--- src/sv/scyt_pkg.sv ---
// Shared types and constants of the scytale transposition block.
package scyt_pkg;

    localparam int MAX_LEN_DEF = 32;
    localparam int BYTE_W      = 8;
    localparam int CELL_W      = 6;   // key, grid cell index, rows, counts
    localparam int ACC_W       = 7;   // rows * key accumulator
    localparam int CFG_IDX_W   = 2;
    localparam int CFG_DATA_W  = 8;

    localparam logic [CFG_IDX_W-1:0] CFG_KEY  = 2'd0;
    localparam logic [CFG_IDX_W-1:0] CFG_MODE = 2'd1;
    localparam logic [CFG_IDX_W-1:0] CFG_PAD  = 2'd2;

    localparam logic [CELL_W-1:0] KEY_RST = 6'd4;
    localparam logic [BYTE_W-1:0] PAD_RST = 8'd120;

    typedef logic [1:0] t_status;
    localparam t_status ST_OK    = 2'd0;
    localparam t_status ST_KEY   = 2'd1;
    localparam t_status ST_OVF   = 2'd2;
    localparam t_status ST_EMPTY = 2'd3;

    // Store access from the sequencer: one write and one read port.
    typedef struct packed {
        logic              wr_en;
        logic [CELL_W-1:0] wr_addr;
        logic [BYTE_W-1:0] wr_data;
        logic              rd_en;
        logic [CELL_W-1:0] rd_addr;
    } t_store_req;

endpackage

--- src/sv/scyt_ifs.sv ---
// Request channel interfaces of the scytale block: message in, result out.
interface scyt_in_if;
    logic       valid;
    logic       ready;
    logic [7:0] in_byte;
    logic       in_last;

    modport source (output valid, output in_byte, output in_last, input ready);
    modport sink   (input valid, input in_byte, input in_last, output ready);
endinterface

interface scyt_out_if;
    logic       valid;
    logic       ready;
    logic [7:0] out_byte;
    logic       out_last;
    logic [1:0] status;

    modport source (output valid, output out_byte, output out_last, output status,
                    input ready);
    modport sink   (input valid, input out_byte, input out_last, input status,
                    output ready);
endinterface

--- src/sv/scyt_store.sv ---
// Message store: single-port write, registered read.
module scyt_store import scyt_pkg::*; #(
    parameter int MAX_LEN = MAX_LEN_DEF
) (
    input  logic              i_clk,
    input  t_store_req        i_req,
    output logic [BYTE_W-1:0] o_rd_data
);

    localparam int ADDR_W = $clog2(MAX_LEN);

    logic [BYTE_W-1:0] r_mem [MAX_LEN];
    logic [BYTE_W-1:0] r_rd_data;

    always_ff @(posedge i_clk) begin
        if (i_req.wr_en) begin
            r_mem[i_req.wr_addr[ADDR_W-1:0]] <= i_req.wr_data;
        end
        if (i_req.rd_en) begin
            r_rd_data <= r_mem[i_req.rd_addr[ADDR_W-1:0]];
        end
    end

    assign o_rd_data = r_rd_data;

endmodule

--- src/sv/scyt_seq.sv ---
// Load, grid walk and result sequencer with its output register.
module scyt_seq import scyt_pkg::*; #(
    parameter int MAX_LEN = MAX_LEN_DEF
) (
    input  logic              i_clk,
    input  logic              i_rst_n,
    input  logic [CELL_W-1:0] i_column_key,
    input  logic              i_decrypt_mode,
    input  logic [BYTE_W-1:0] i_pad_byte,
    scyt_in_if.sink           i_in,
    scyt_out_if.source        o_out,
    output t_store_req        o_req,
    input  logic [BYTE_W-1:0] i_rd_data
);

    localparam int LEN_W = $clog2(MAX_LEN + 1);

    typedef enum logic [3:0] {
        S_LOAD, S_CHECK, S_ROWS, S_SCAN_RD, S_SCAN_CHK, S_SCAN_END,
        S_EMIT_RD, S_EMIT_WR, S_ERR
    } t_state;

    t_state            r_state;
    logic [LEN_W-1:0]  r_len;
    logic              r_ovf;
    t_status           r_err;
    logic [ACC_W-1:0]  r_acc;
    logic [CELL_W-1:0] r_rows;
    logic [CELL_W-1:0] r_outer;
    logic [CELL_W-1:0] r_inner;
    logic [CELL_W-1:0] r_k;
    logic [CELL_W-1:0] r_idx;
    logic [CELL_W-1:0] r_cnt;
    logic              r_in_range;
    logic              r_out_valid;
    logic [BYTE_W-1:0] r_out_byte;
    logic              r_out_last;
    t_status           r_out_status;

    logic              in_acc;
    logic              has_room;
    logic [CELL_W-1:0] len_ext;
    logic [CELL_W-1:0] lim_o;
    logic [CELL_W-1:0] lim_i;
    logic [CELL_W-1:0] stride;
    logic              wrap_i;
    logic              last_cell;
    logic [CELL_W-1:0] n_outer;
    logic [CELL_W-1:0] n_inner;
    logic [CELL_W-1:0] n_k;
    logic [BYTE_W-1:0] cell_val;
    logic              out_free;
    logic              out_load;
    logic              emit_last;

    assign in_acc    = i_in.valid && (r_state == S_LOAD);
    assign has_room  = r_len < LEN_W'(MAX_LEN);
    assign len_ext   = CELL_W'(r_len);

    // encrypt: outer = column, inner = row; decrypt: the other way round
    assign lim_o     = i_decrypt_mode ? r_rows : i_column_key;
    assign lim_i     = i_decrypt_mode ? i_column_key : r_rows;
    assign stride    = i_decrypt_mode ? r_rows : i_column_key;
    assign wrap_i    = (r_inner == lim_i - 1'b1);
    assign last_cell = wrap_i && (r_outer == lim_o - 1'b1);

    always_comb begin
        if (wrap_i) begin
            n_inner = '0;
            n_outer = r_outer + 1'b1;
            n_k     = r_outer + 1'b1;
        end else begin
            n_inner = r_inner + 1'b1;
            n_outer = r_outer;
            n_k     = r_k + stride;
        end
    end

    assign cell_val  = r_in_range ? i_rd_data : i_pad_byte;
    assign out_free  = !r_out_valid || o_out.ready;
    assign out_load  = out_free && ((r_state == S_EMIT_WR) || (r_state == S_ERR));
    assign emit_last = ((r_idx + 1'b1) == r_cnt);

    always_comb begin
        o_req.wr_en   = in_acc && has_room;
        o_req.wr_addr = len_ext;
        o_req.wr_data = i_in.in_byte;
        o_req.rd_en   = (r_state == S_SCAN_RD) || (r_state == S_EMIT_RD);
        o_req.rd_addr = r_k;
    end

    assign i_in.ready     = (r_state == S_LOAD);
    assign o_out.valid    = r_out_valid;
    assign o_out.out_byte = r_out_byte;
    assign o_out.out_last = r_out_last;
    assign o_out.status   = r_out_status;

    always_ff @(posedge i_clk) begin
        if (!i_rst_n) begin
            r_state     <= S_LOAD;
            r_len       <= '0;
            r_ovf       <= 1'b0;
            r_out_valid <= 1'b0;
        end else begin
            if (out_load) begin
                r_out_valid <= 1'b1;
            end else if (r_out_valid && o_out.ready) begin
                r_out_valid <= 1'b0;
            end
            case (r_state)
                S_LOAD: begin
                    if (in_acc) begin
                        if (has_room) begin
                            r_len <= r_len + 1'b1;
                        end else begin
                            r_ovf <= 1'b1;
                        end
                        if (i_in.in_last) begin
                            r_state <= S_CHECK;
                        end
                    end
                end
                S_CHECK: begin
                    if (r_ovf) begin
                        r_err   <= ST_OVF;
                        r_state <= S_ERR;
                    end else if ((i_column_key == '0) ||
                                 (!i_decrypt_mode && (i_column_key >= len_ext))) begin
                        r_err   <= ST_KEY;
                        r_state <= S_ERR;
                    end else begin
                        r_acc   <= ACC_W'(i_column_key);
                        r_rows  <= CELL_W'(1);
                        r_state <= S_ROWS;
                    end
                end
                S_ROWS: begin
                    // rows = ceil(n / key) by repeated addition; r_acc ends at rows * key
                    if (r_acc >= ACC_W'(r_len)) begin
                        r_outer <= '0;
                        r_inner <= '0;
                        r_k     <= '0;
                        r_idx   <= '0;
                        r_cnt   <= i_decrypt_mode ? '0 : r_acc[CELL_W-1:0];
                        r_state <= i_decrypt_mode ? S_SCAN_RD : S_EMIT_RD;
                    end else begin
                        r_acc  <= r_acc + ACC_W'(i_column_key);
                        r_rows <= r_rows + 1'b1;
                    end
                end
                S_SCAN_RD: begin
                    r_in_range <= (r_k < len_ext);
                    r_state    <= S_SCAN_CHK;
                end
                S_SCAN_CHK: begin
                    // keep the count up to the last cell that is not pad
                    if (cell_val != i_pad_byte) begin
                        r_cnt <= r_idx + 1'b1;
                    end
                    r_idx   <= r_idx + 1'b1;
                    r_outer <= n_outer;
                    r_inner <= n_inner;
                    r_k     <= n_k;
                    r_state <= last_cell ? S_SCAN_END : S_SCAN_RD;
                end
                S_SCAN_END: begin
                    if (r_cnt == '0) begin
                        r_err   <= ST_EMPTY;
                        r_state <= S_ERR;
                    end else begin
                        r_outer <= '0;
                        r_inner <= '0;
                        r_k     <= '0;
                        r_idx   <= '0;
                        r_state <= S_EMIT_RD;
                    end
                end
                S_EMIT_RD: begin
                    r_in_range <= (r_k < len_ext);
                    r_state    <= S_EMIT_WR;
                end
                S_EMIT_WR: begin
                    // read data holds while waiting: no read issued here
                    if (out_free) begin
                        r_out_byte   <= cell_val;
                        r_out_last   <= emit_last;
                        r_out_status <= ST_OK;
                        if (emit_last) begin
                            r_len   <= '0;
                            r_ovf   <= 1'b0;
                            r_state <= S_LOAD;
                        end else begin
                            r_idx   <= r_idx + 1'b1;
                            r_outer <= n_outer;
                            r_inner <= n_inner;
                            r_k     <= n_k;
                            r_state <= S_EMIT_RD;
                        end
                    end
                end
                S_ERR: begin
                    if (out_free) begin
                        r_out_byte   <= '0;
                        r_out_last   <= 1'b1;
                        r_out_status <= r_err;
                        r_len        <= '0;
                        r_ovf        <= 1'b0;
                        r_state      <= S_LOAD;
                    end
                end
                default: begin
                    r_state <= S_LOAD;
                end
            endcase
        end
    end

endmodule

--- src/sv/scytale_transposition_core.sv ---
// Top level of the scytale columnar transposition block.
//
//  channel  dir  handshake        payload
//  i_in     in   valid / ready    in_byte[7:0], in_last
//  o_out    out  valid / ready    out_byte[7:0], out_last, status[1:0]
//  i_cfg    in   i_cfg_we only    i_cfg_idx[1:0], i_cfg_data[7:0]
//
// Loading takes one byte a cycle into the message store. After the last
// byte the sequencer works out rows by repeated addition, one add per row,
// then walks the grid through the store's single read port, each cell by a
// read and then the registered data. Decrypt walks the grid twice, once
// to find the last byte that is not pad and once to emit. No request is
// taken on i_in from the last byte until the final result enters the output
// register; o_out stalls hold the walk. Reset is synchronous, active low,
// and clears control only; the store holds nothing valid after reset.
module scytale_transposition_core import scyt_pkg::*; #(
    parameter int MAX_LEN = MAX_LEN_DEF
) (
    input  logic                  i_clk,
    input  logic                  i_rst_n,
    scyt_in_if.sink               i_in,
    scyt_out_if.source            o_out,
    input  logic                  i_cfg_we,
    input  logic [CFG_IDX_W-1:0]  i_cfg_idx,
    input  logic [CFG_DATA_W-1:0] i_cfg_data
);

    // configuration registers; the user must write them only while the block is idle (not enforced by the block)
    logic [CELL_W-1:0] r_column_key;
    logic              r_decrypt_mode;
    logic [BYTE_W-1:0] r_pad_byte;

    t_store_req        store_req;
    logic [BYTE_W-1:0] rd_data;

    always_ff @(posedge i_clk) begin
        if (!i_rst_n) begin
            r_column_key   <= KEY_RST;
            r_decrypt_mode <= 1'b0;
            r_pad_byte     <= PAD_RST;
        end else if (i_cfg_we) begin
            case (i_cfg_idx)
                CFG_KEY:  r_column_key   <= i_cfg_data[CELL_W-1:0];
                CFG_MODE: r_decrypt_mode <= i_cfg_data[0];
                CFG_PAD:  r_pad_byte     <= i_cfg_data[BYTE_W-1:0];
                default: begin
                end
            endcase
        end
    end

    // the store is written only while loading and read only while draining,
    // so the ports never touch the same entry in one cycle
    scyt_store #(
        .MAX_LEN (MAX_LEN)
    ) u_store (
        .i_clk     (i_clk),
        .i_req     (store_req),
        .o_rd_data (rd_data)
    );

    scyt_seq #(
        .MAX_LEN (MAX_LEN)
    ) u_seq (
        .i_clk          (i_clk),
        .i_rst_n        (i_rst_n),
        .i_column_key   (r_column_key),
        .i_decrypt_mode (r_decrypt_mode),
        .i_pad_byte     (r_pad_byte),
        .i_in           (i_in),
        .o_out          (o_out),
        .o_req          (store_req),
        .i_rd_data      (rd_data)
    );

endmodule

--- src/flat_wrapper.sv ---
// flat-port wrapper written by rule: the top's interface ports become plain ports
module scytale_transposition_core_flat import scyt_pkg::*;
#(
    parameter int MAX_LEN = MAX_LEN_DEF
)
  (i_clk, i_rst_n, i_cfg_we, i_cfg_idx, i_cfg_data, i_in_valid, i_in_in_byte, i_in_in_last, i_in_ready, o_out_valid, o_out_out_byte, o_out_out_last, o_out_status, o_out_ready);
  scyt_in_if i_in_i ();
  scyt_out_if o_out_i ();
  input  logic i_clk;
  input  logic i_rst_n;
  input  logic i_cfg_we;
  input  logic [CFG_IDX_W-1:0] i_cfg_idx;
  input  logic [CFG_DATA_W-1:0] i_cfg_data;
  input wire logic [$bits(i_in_i.valid)-1:0] i_in_valid;
  input wire logic [$bits(i_in_i.in_byte)-1:0] i_in_in_byte;
  input wire logic [$bits(i_in_i.in_last)-1:0] i_in_in_last;
  output wire logic [$bits(i_in_i.ready)-1:0] i_in_ready;
  output wire logic [$bits(o_out_i.valid)-1:0] o_out_valid;
  output wire logic [$bits(o_out_i.out_byte)-1:0] o_out_out_byte;
  output wire logic [$bits(o_out_i.out_last)-1:0] o_out_out_last;
  output wire logic [$bits(o_out_i.status)-1:0] o_out_status;
  input wire logic [$bits(o_out_i.ready)-1:0] o_out_ready;
  assign i_in_i.valid = i_in_valid;
  assign i_in_i.in_byte = i_in_in_byte;
  assign i_in_i.in_last = i_in_in_last;
  assign i_in_ready = i_in_i.ready;
  assign o_out_valid = o_out_i.valid;
  assign o_out_out_byte = o_out_i.out_byte;
  assign o_out_out_last = o_out_i.out_last;
  assign o_out_status = o_out_i.status;
  assign o_out_i.ready = o_out_ready;
  scytale_transposition_core #(.MAX_LEN(MAX_LEN)) u_core (.i_clk(i_clk), .i_rst_n(i_rst_n), .i_in(i_in_i), .o_out(o_out_i), .i_cfg_we(i_cfg_we), .i_cfg_idx(i_cfg_idx), .i_cfg_data(i_cfg_data));
endmodule
--- config.mk ---
export PLATFORM = sky130hd
export DESIGN_NAME = scytale_transposition_core_flat
export DESIGN_NICKNAME = d
export VERILOG_FILES = /design/src/sv/scyt_pkg.sv /design/src/sv/scyt_ifs.sv /design/src/sv/scyt_store.sv /design/src/sv/scyt_seq.sv /design/src/sv/scytale_transposition_core.sv /design/src/flat_wrapper.sv
export SDC_FILE = /design/constraint.sdc
export NUM_CORES = 1
export LEC_CHECK = 0
export BUFFER_PORTS_ARGS = -buffer_cell sky130_fd_sc_hd__buf_2
export CORE_MARGIN = 5
export CORE_UTILIZATION = 40
export CTS_BUF_LIST = sky130_fd_sc_hd__clkbuf_8
export CTS_CLUSTER_DIAMETER = 150
export CTS_CLUSTER_SIZE = 25
export DETAILED_ROUTE_END_ITERATION = 12
export PLACE_DENSITY = 0.53
export SLEW_MARGIN = 40
export SYNTH_ARGS = -nofsm -noshare
export SYNTH_HDL_FRONTEND = slang
export SYNTH_SLANG_ARGS = --single-unit
--- constraint.sdc ---
create_clock -name i_clk -period 8.5 [get_ports i_clk]
set_input_delay 0.425 -clock i_clk [delete_from_list [all_inputs] [get_ports i_clk]]
set_output_delay 0.425 -clock i_clk [all_outputs]
set_load 0.01 [all_outputs]
# [Word level (Yosys, flattened, before mapping)]
# Memories as Yosys holds them, arrays and structs flattened. A register that Yosys moved wholly into a read port is not among the register bits.
# Cells that the tools add are included.
[totals] regBits=84 mem_bits_rw=256 in_bits=24 output_inout_bits=13 elab_cells=172 mem_count=1
[classes] n_addsub=9 order_cmp=4 n_eq_ne=30 muxes=73 n_reduce_logical=36
[mem_list] name="u_core.u_store.r_mem" depth=32 width=8 read_ports=1 rd_clocked_by_memory_dff=1 write_ports=1 line="scyt_store.sv:12" text="logic [BYTE_W-1:0] r_mem [MAX_LEN];"
[ops] cell="6-bit 2-to-1 mux" n=26
[ops] cell="6-bit case mux with 4 select lines" n=4
[ops] cell="4-bit case mux with 9 select lines" n=1
[ops] cell="4-bit 2-to-1 mux" n=8
[ops] cell="6-bit by 1-bit adder with 6-bit output (second input constant)" n=5
[ops] cell="2-bit inequality test (second input constant)" n=13
[ops] cell="8-bit 2-to-1 mux" n=3
[ops] cell="6-bit case mux with 2 select lines" n=2
[ops] cell="7-bit 2-to-1 mux" n=3
[ops] cell="6-bit equality test" n=3
[ops] cell="6-bit case mux with 3 select lines" n=1
[ops] cell="6-bit AND reduction" n=3
[ops] cell="4-bit by 3-bit equality test with 1-bit output (second input constant)" n=4
[ops] cell="8-bit case mux with 2 select lines" n=1
[ops] cell="7-bit case mux with 2 select lines" n=1
[ops] cell="6-bit logical NOT" n=2
[ops] cell="4-bit AND reduction" n=3
[ops] cell="6-bit by 1-bit subtractor with 6-bit output (second input constant)" n=2
[ops] cell="1-bit 2-to-1 mux" n=11
[ops] cell="2-bit 2-to-1 mux" n=5
[ops] cell="5-bit AND reduction" n=2
[ops] cell="2-bit nonzero test" n=5
[ops] cell="3-bit 2-to-1 mux" n=3
[ops] cell="4-bit by 2-bit equality test with 1-bit output (second input constant)" n=2
[ops] cell="25 further kinds" n=39

# [Logic depth before layout (Yosys ltp)]
# Gate-level depths: netlist (run 1).
[logic_depth] depth_word=7 mapped_depth=14 mapped_depth_nobuf=11

# [Hierarchy]
# A second synthesis (run 1) with hierarchy kept.
[unflattened] cells_unflattened=989 hier_area_um2=15751.4
[by_module_without_submodules] module="scyt_store" n_inst=1 cells_each=417 area_each_um2=10133.5 seq_area_each_um2=7927.6
[by_module_without_submodules] module="scyt_seq" n_inst=1 cells_each=508 area_each_um2=4991.0 seq_area_each_um2=1951.9
[by_module_without_submodules] module="scytale_transposition_core" n_inst=1 cells_each=64 area_each_um2=626.9 seq_area_each_um2=300.3

# [Worst setup path after synthesis (run 1)]
# OpenSTA, ideal clock, no wires.
[synth_path] kind="flip-flop to flip-flop" start="reg u_core.u_seq.r_len[2], in the netlist u_core.u_seq.len_ext[2]" end="reg u_core.u_seq.r_idx[0], enable pin" setup_ns=0.536 arrival_time_ns=5.312 required_ns=7.964 path_slack_ns=2.652 path_stages_with_launch=9 path_buffers=1 period_less_slack_ns=5.848 cell_sequence="dfxtp_1 -> clkbuf_1 -> inv_1 -> ha_1 -> nand2_1 -> o21ai_0 -> a41o_1 -> nand2_1 -> a2111oi_0"
[synth_via] elab_chain_len=3
[synth_lines] item="start: declaration" line="scyt_seq.sv:24" text="logic [LEN_W-1:0] r_len;"
[synth_lines] item="start signal: assignment" line="scyt_seq.sv:114" text="r_len <= r_len + 1'b1;"
[synth_lines] item="7-bit by 6-bit greater-or-equal comparator with 1-bit output" line="scyt_seq.sv:139" text="if (r_acc >= ACC_W'(r_len)) begin"
[synth_lines] item="2-bit inequality test (no line)"
[synth_lines] item="6-bit AND reduction (no line)"
[synth_lines] item="end signal: assignment" line="scyt_seq.sv:160" text="r_idx <= r_idx + 1'b1;"
[synth_lines] item="end signal: assignment" line="scyt_seq.sv:193" text="r_idx <= r_idx + 1'b1;"
[synth_lines] item="end: declaration" line="scyt_seq.sv:32" text="logic [CELL_W-1:0] r_idx;"
# Every way passes these cells.
# A chain may end at the register's enable or synchronous reset.

==> impl_metrics.toml, run 1 <==
[outcome]
outcome = "finished clean"

[timing]
finClkSkew_ns = 0.04526
min_period_ns = 3.232
slew_headroom_pct = 44.61
setup_viol = 0
finalSetupTns_ns = 0
slew_viol_final = 0
fmax_mhz = 309.4
period_share_pct = 38.02
rsz0062_at_grt = "false"
worstMarginPinSlew_ns = 0.8308
finalHoldViolations = 0

[grt]
gr-usage-met3_pct = 1.755
overflow = 0
grtUsageMet1_pct = 24.45
grt_usage_pct = 16.13
grt_max_degree = 68
antenna_found_initial = 1
grt_first_pass_wirelength_mm = 54.25
use_met2_pct = 25.98
grt_pass1_vias = 8513
grt_busiest_layer = "met2"

[setup_path]
critical_path_class = "register to register"
setup.worst_path.start_class = "register"
cp_top_family = "multiplexers"
critPathCaptureType = "register"
rrSetupSlack_ns = 5.27
crit_fanout = 36
crit_path_top_delay_cell = "buf_4"
path_cells = "buf_4 > buf_4 > mux4_2 > mux4_2 > mux2_2"
cp_slowest_stage_delay_ns = 0.69
worstRegToRegCells = 5
required_ns = 8.82
path_depth = 5
cp_num_buf_inv = 2
cp.arrival_ns = 3.56

[synth]
yosysTopAreaCell = "edfxtp_1"
netlist_area_um2 = 15800
syn_area_per_cell_um2 = 15.78
synth_top_area_share_pct = 61.01
ys_ff_latch = 348
ys_warn_count = 0
yosysSeqAreaShare_pct = 64.43
syn_nets = 1065
synth_edf_count = 321
synth_area_leaders = "edfxtp_1 61%, mux4_2 11%, dfxtp_1 3.4%"
yosys_most_used_dff = "edfxtp_1"
async_reset_ff_share_pct = 0
synth_cell_type_count = 68
syn_inst = 1001

[clocking]
clk-insertion-delay-late_ns = 0.59
cts_root_buf = "clkbuf_8"
cts_resized = 0
cts_hold_buf = 0
clkTransAtPathRegs_ns = 0.15
cts_tree = "done"
htreeDepth = 1
cts_num_sinks = 348
max-clock-path-buffers = 3
postCtsSetupBuffers = 0
numCtsBuffers = 17

[placement]
placed_cells = 1523
portBuffers = 36
dp_hpwl_mm = 23.78
gp_congestion = 0.7904

[floorplan]
fp.dieW_um = 208.7
die_h_um = 208.7
fp-row-count = 72
initial_utilization_pct = 40.69
ioPinCount = 37
core_um2 = 38830
die_area_um2 = 43570

[detailed_routing]
drt_wl_total_mm = 35.63
ant_nets = 0
wl_per_cell_um = 23.03
drcViolationCount = 0
avgViaCountPerCell = 5.469
dr.pass1.iters = 4
vias = 8461
drt_iter0_markers = 637

[pwr]
powerDensity_nw_per_um2 = 161.8
vdd_drop_max_v = 0.0001159
totalPowerFinal_mw = 2.734
p_leak_nw = 5.360

[hold_path]
min_path_cells = 3
min_path_type = "primary input to register"

[run]
drv_cap = 0

[layout]
final_common_cell = "edfxtp_1"
mostFrequentLayoutCells = "321 x edfxtp_1, 80 x mux4_2, 53 x nand2_1"
final_core_util_pct = 43.50
drive_gt1_share_pct = 20.02
fin_cells = 1547
finalNetCount = 1088
area_growth_pct = 6.914
diodes = 0
[layout make-up]
type / instances / area, um2
tap: 518 / 648.1
clock inverter: 7 / 30.03
sequential: 348 / 10180
clock buffer: 17 / 234.0
inverter: 29 / 108.9
timing repair buffer: 53 / 322.8
fill: 3473 / 21940
multi-input combinational: 575 / 5368
[flip-flops by register name (all words and copies together) (netlist names)]
signal and flops:
u_core.r_column_key 6, u_core.r_decrypt_mode 1, u_core.r_pad_byte 8, u_core.u_seq.len_ext 6
u_core.u_seq.o_out.out_byte 8, u_core.u_seq.o_out.out_last 1, u_core.u_seq.o_out.status 2, u_core.u_seq.o_out.valid 1
u_core.u_seq.r_acc 7, u_core.u_seq.r_cnt 6, u_core.u_seq.r_err 2, u_core.u_seq.r_idx 6
u_core.u_seq.r_in_range 1, u_core.u_seq.r_inner 6, u_core.u_seq.r_k 6, u_core.u_seq.r_outer 6
u_core.u_seq.r_ovf 1, u_core.u_seq.r_rows 6, u_core.u_seq.r_state 4, u_core.u_store.o_rd_data 8
u_core.u_store.r_mem 256
[cells in the mapped netlist, types with 9 or more instances]
| master | number |
|---|---|
| inv_1 | 29 |
| mux2i_1 | 23 |
| nor3_1 | 17 |
| a21boi_0 | 9 |
| xnor2_1 | 37 |
| clkbuf_1 | 30 |
| edfxtp_1 | 321 |
| buf_2 | 13 |
| xor2_1 | 16 |
| ha_1 | 38 |
| nand2_1 | 53 |
| mux4_2 | 80 |
| o21ai_0 | 30 |
| nand4_1 | 10 |
| mux2_2 | 11 |
| dfxtp_1 | 27 |
| a21oi_1 | 28 |
| nand3_1 | 22 |
| a21o_1 | 9 |
| nor2b_1 | 11 |
| nor2_1 | 74 |
[logic make-up (layout without fill, tap and decap cells)]
| logic type | Yosys count | count (layout) | synth area share [%] |
|---|---|---|---|
| adder cells (fa/ha/maj) | 40 | 40 | 3.263 |
| flip-flops | 348 | 348 | 64.43 |
| XOR/XNOR | 55 | 55 | 3.231 |
| buffers and inverters | 78 | 106 | 2.178 |
| AO/OA/AOI/OAI | 124 | 124 | 5.322 |
| AND/OR/NAND/NOR | 242 | 242 | 7.928 |
| multiplexers | 114 | 114 | 13.65 |
[layer usage]
| metal | part of all wire [%] | wire length [um] |
|---|---|---|
| met5 | 0.036 | 13 |
| met2 | 48 | 17010 |
| met3 | 3.0 | 1073 |
| met4 | 1.3 | 474 |
| met1 | 48 | 17060 |
[metrics by stage]
stage | worst slack [ns] | area [um2] | hold WS, ns
6_report | 5.268 | 16890 | 0.05929
3_5_place_dp | 5.204 | 16620 | 0.4860
5_1_grt | 5.012 | 16890 | 0.02464
4_1_cts | 5.176 | 16890 | 0.02464
3_3_place_gp | 5.167 | 16510 | 0.4803
2_1_floorplan | 2.652 | 15800 | 0.4636
[path summary, 6_finish.rpt]
path | from | endpoint
min | i_cfg_data[6] | u_core.r_pad_byte[6]
max | u_core.u_seq.r_k[0] | u_core.u_store.o_rd_data[0]
max reg2reg | u_core.u_seq.r_k[0] | u_core.u_store.o_rd_data[0]
min reg2reg | u_core.r_pad_byte[1] | u_core.r_pad_byte[1]
[report_power, final]
group / internal [mW] / switching (mW) / leakage [nW]
registers: 1.88 / 0.0172 / 3.14
clock network: 0.189 / 0.497 / 0.151
logic: 0.0538 / 0.0940 / 2.07
[worst reg2reg max path, stage by stage, from the launching register on]
cell and delay [ns]:
edfxtp_1 0.37, buf_4 0.51, buf_4 0.72, mux4_2 0.64, mux4_2 0.48, mux2_2 0.27
Power figures use the tool's default switching activity.
==> run 2: changes to the inputs <==
--- a/config.mk
+++ b/config.mk
@@ -12,7 +12,7 @@
 export CTS_CLUSTER_DIAMETER = 150
 export CTS_CLUSTER_SIZE = 25
 export DETAILED_ROUTE_END_ITERATION = 12
-export PLACE_DENSITY = 0.53
+export PLACE_DENSITY = 0.55
 export SLEW_MARGIN = 40
 export SYNTH_ARGS = -nofsm -noshare
 export SYNTH_HDL_FRONTEND = slang
==> constraint.sdc (replaced) <==
create_clock -name i_clk -period 2.6 [get_ports i_clk]
set_input_delay 0.13 -clock i_clk [delete_from_list [all_inputs] [get_ports i_clk]]
set_output_delay 0.13 -clock i_clk [all_outputs]
set_load 0.01 [all_outputs]
==> run 2 against run 1 <==
  * Via count up 4.8%
  * First-iteration DRC count up 14%
  * Die area unchanged
==> impl_metrics.toml, run 2 (synthesis results as in run 1) <==
[outcome]
outcome = "finished clean"

[floorplan]
initial_utilization_pct = 40.69
ioPinCount = 37
fp-row-count = 72
die_area_um2 = 43570
core_um2 = 38830
fp.dieW_um = 208.7
die_h_um = 208.7

[pwr]
totalPowerFinal_mw = 9.008
p_leak_nw = 5.842
vdd_drop_max_v = 0.0004155
powerDensity_nw_per_um2 = 510.1

[setup_path]
critPathCaptureType = "register"
setup.worst_path.start_class = "register"
crit_path_top_delay_cell = "mux4_2"
cp_slowest_stage_delay_ns = 0.57
crit_fanout = 15
cp.arrival_ns = 2.76
critical_path_class = "register to register"
required_ns = 2.94
path_cells = "buf_12 > buf_12 > mux4_2 > mux4_2 > mux2_2"

[timing]
finalSetupTns_ns = 0
setup_viol = 0
fmax_mhz = 414.0
worstMarginPinSlew_ns = 0.6971
period_share_pct = 92.90
rsz0062_at_grt = "false"
finClkSkew_ns = 0.02531
finalHoldViolations = 0
min_period_ns = 2.416
slew_viol_final = 0
slew_headroom_pct = 53.53

[layout]
final_common_cell = "edfxtp_1"
mostFrequentLayoutCells = "321 x edfxtp_1, 84 x buf_4, 80 x mux4_2"
final_core_util_pct = 45.48
fin_cells = 1637
area_growth_pct = 11.78
largest_reg_flops = 256
fill_cells = 3445
fin_area_um2 = 17660
drive_gt1_share_pct = 23.59
diodes = 0
finalNetCount = 1178

[detailed_routing]
ant_nets = 0
drcViolationCount = 0
drt_iter0_markers = 724
dr.pass1.iters = 5
vias = 8870
drt_wl_total_mm = 36.34
wl_per_cell_um = 22.20
avgViaCountPerCell = 5.418

[hold_path]
min_path_type = "primary input to register"

[grt]
use_met2_pct = 25.14
antenna_found_initial = 0
gr-usage-met3_pct = 1.965
grt_busiest_layer = "met1"
overflow = 0
grt_usage_pct = 16.44
grtUsageMet1_pct = 25.96
grt_pass1_vias = 8716
grt_max_degree = 34
grt_first_pass_wirelength_mm = 55.52

[placement]
placed_cells = 1599
place_area_um2 = 17250
gp_congestion = 0.7807
dp_hpwl_mm = 24.65
portBuffers = 36

[clocking]
htreeDepth = 1
numCtsBuffers = 17
clkTransAtPathRegs_ns = 0.15
cts_num_sinks = 348
clk-insertion-delay-late_ns = 0.59
cts_tree = "done"
cts_root_buf = "clkbuf_8"
max-clock-path-buffers = 3

[run]
drv_cap = 0
==> run 2: final timing paths <==
path | to | from | depth (start not counted) | slack [ns]
worst max-delay path | u_core.u_store.o_rd_data[3] | u_core.u_seq.r_k[0] | 5 | 0.18
worst max register to register | u_core.u_store.o_rd_data[3] | u_core.u_seq.r_k[0] | 5 | 0.18
worst min-delay path | u_core.r_pad_byte[5] | i_rst_n | 3 | 0.04
worst min register to register | u_core.r_pad_byte[0] | u_core.r_pad_byte[0] | 2 | 0.50
==> run 2: per-layer routing <==
| layer | share of wire [%] | vias to the layer above | wire (um) |
|---|---|---|---|
| li1 | - | 4107 | - |
| met1 | 49 | 4522 | 17730 |
| met2 | 45 | 216 | 16310 |
| met3 | 5.0 | 25 | 1806 |
| met4 | 1.4 | 0 | 493 |
| met5 | 0 | - | 0 |
==> run 2: report_power, final <==
part | internal [mW] | switching [mW]
sequential | 6.15 | 0.0433
clock | 0.618 | 1.62
combinational | 0.220 | 0.350
==> run 2: timing repair <==
| item | CTS | global route |
|---|---|---|
| hold endpoints to repair | 17 | 0 |
| hold buffers | 13 | 0 |
| gates resized for setup | 1 | 3 |
| buffers inserted | 0 | 1 |
| endpoints found under the setup margin | 3 | 14 |
| pin swaps | 0 | 0 |
==> run 2: layout make-up <==
cell class,count,area (um2),area share [%]
Timing Repair Buffer,143,1141,6.462
Inverter,29,108.9,0.6164
Clock buffer,17,234.0,1.325
Sequential cell,348,10180,57.67
Multi-Input combinational cell,575,5314,30.09
Clock inverter,7,30.03,0.1700
Tap cell,518,648.1,3.670
==> run 2: metrics by stage <==
step | setup WS (ns) | hold slack (ns)
floorplan | -0.05446 | 0.2289
global placement | 0.02716 | 0.3446
detailed placement | 0.006864 | 0.3619
CTS | 0.02211 | 0.004381
global route | 0.005860 | 0.01823
finish | 0.1845 | 0.03769
==> run 2: worst max-delay path: cells and delay by family, from the launching register on <==
family	cells	cell delay, ns
buffers and inverters	2	0.36
flip-flops	1	0.40
multiplexers	3	1.38
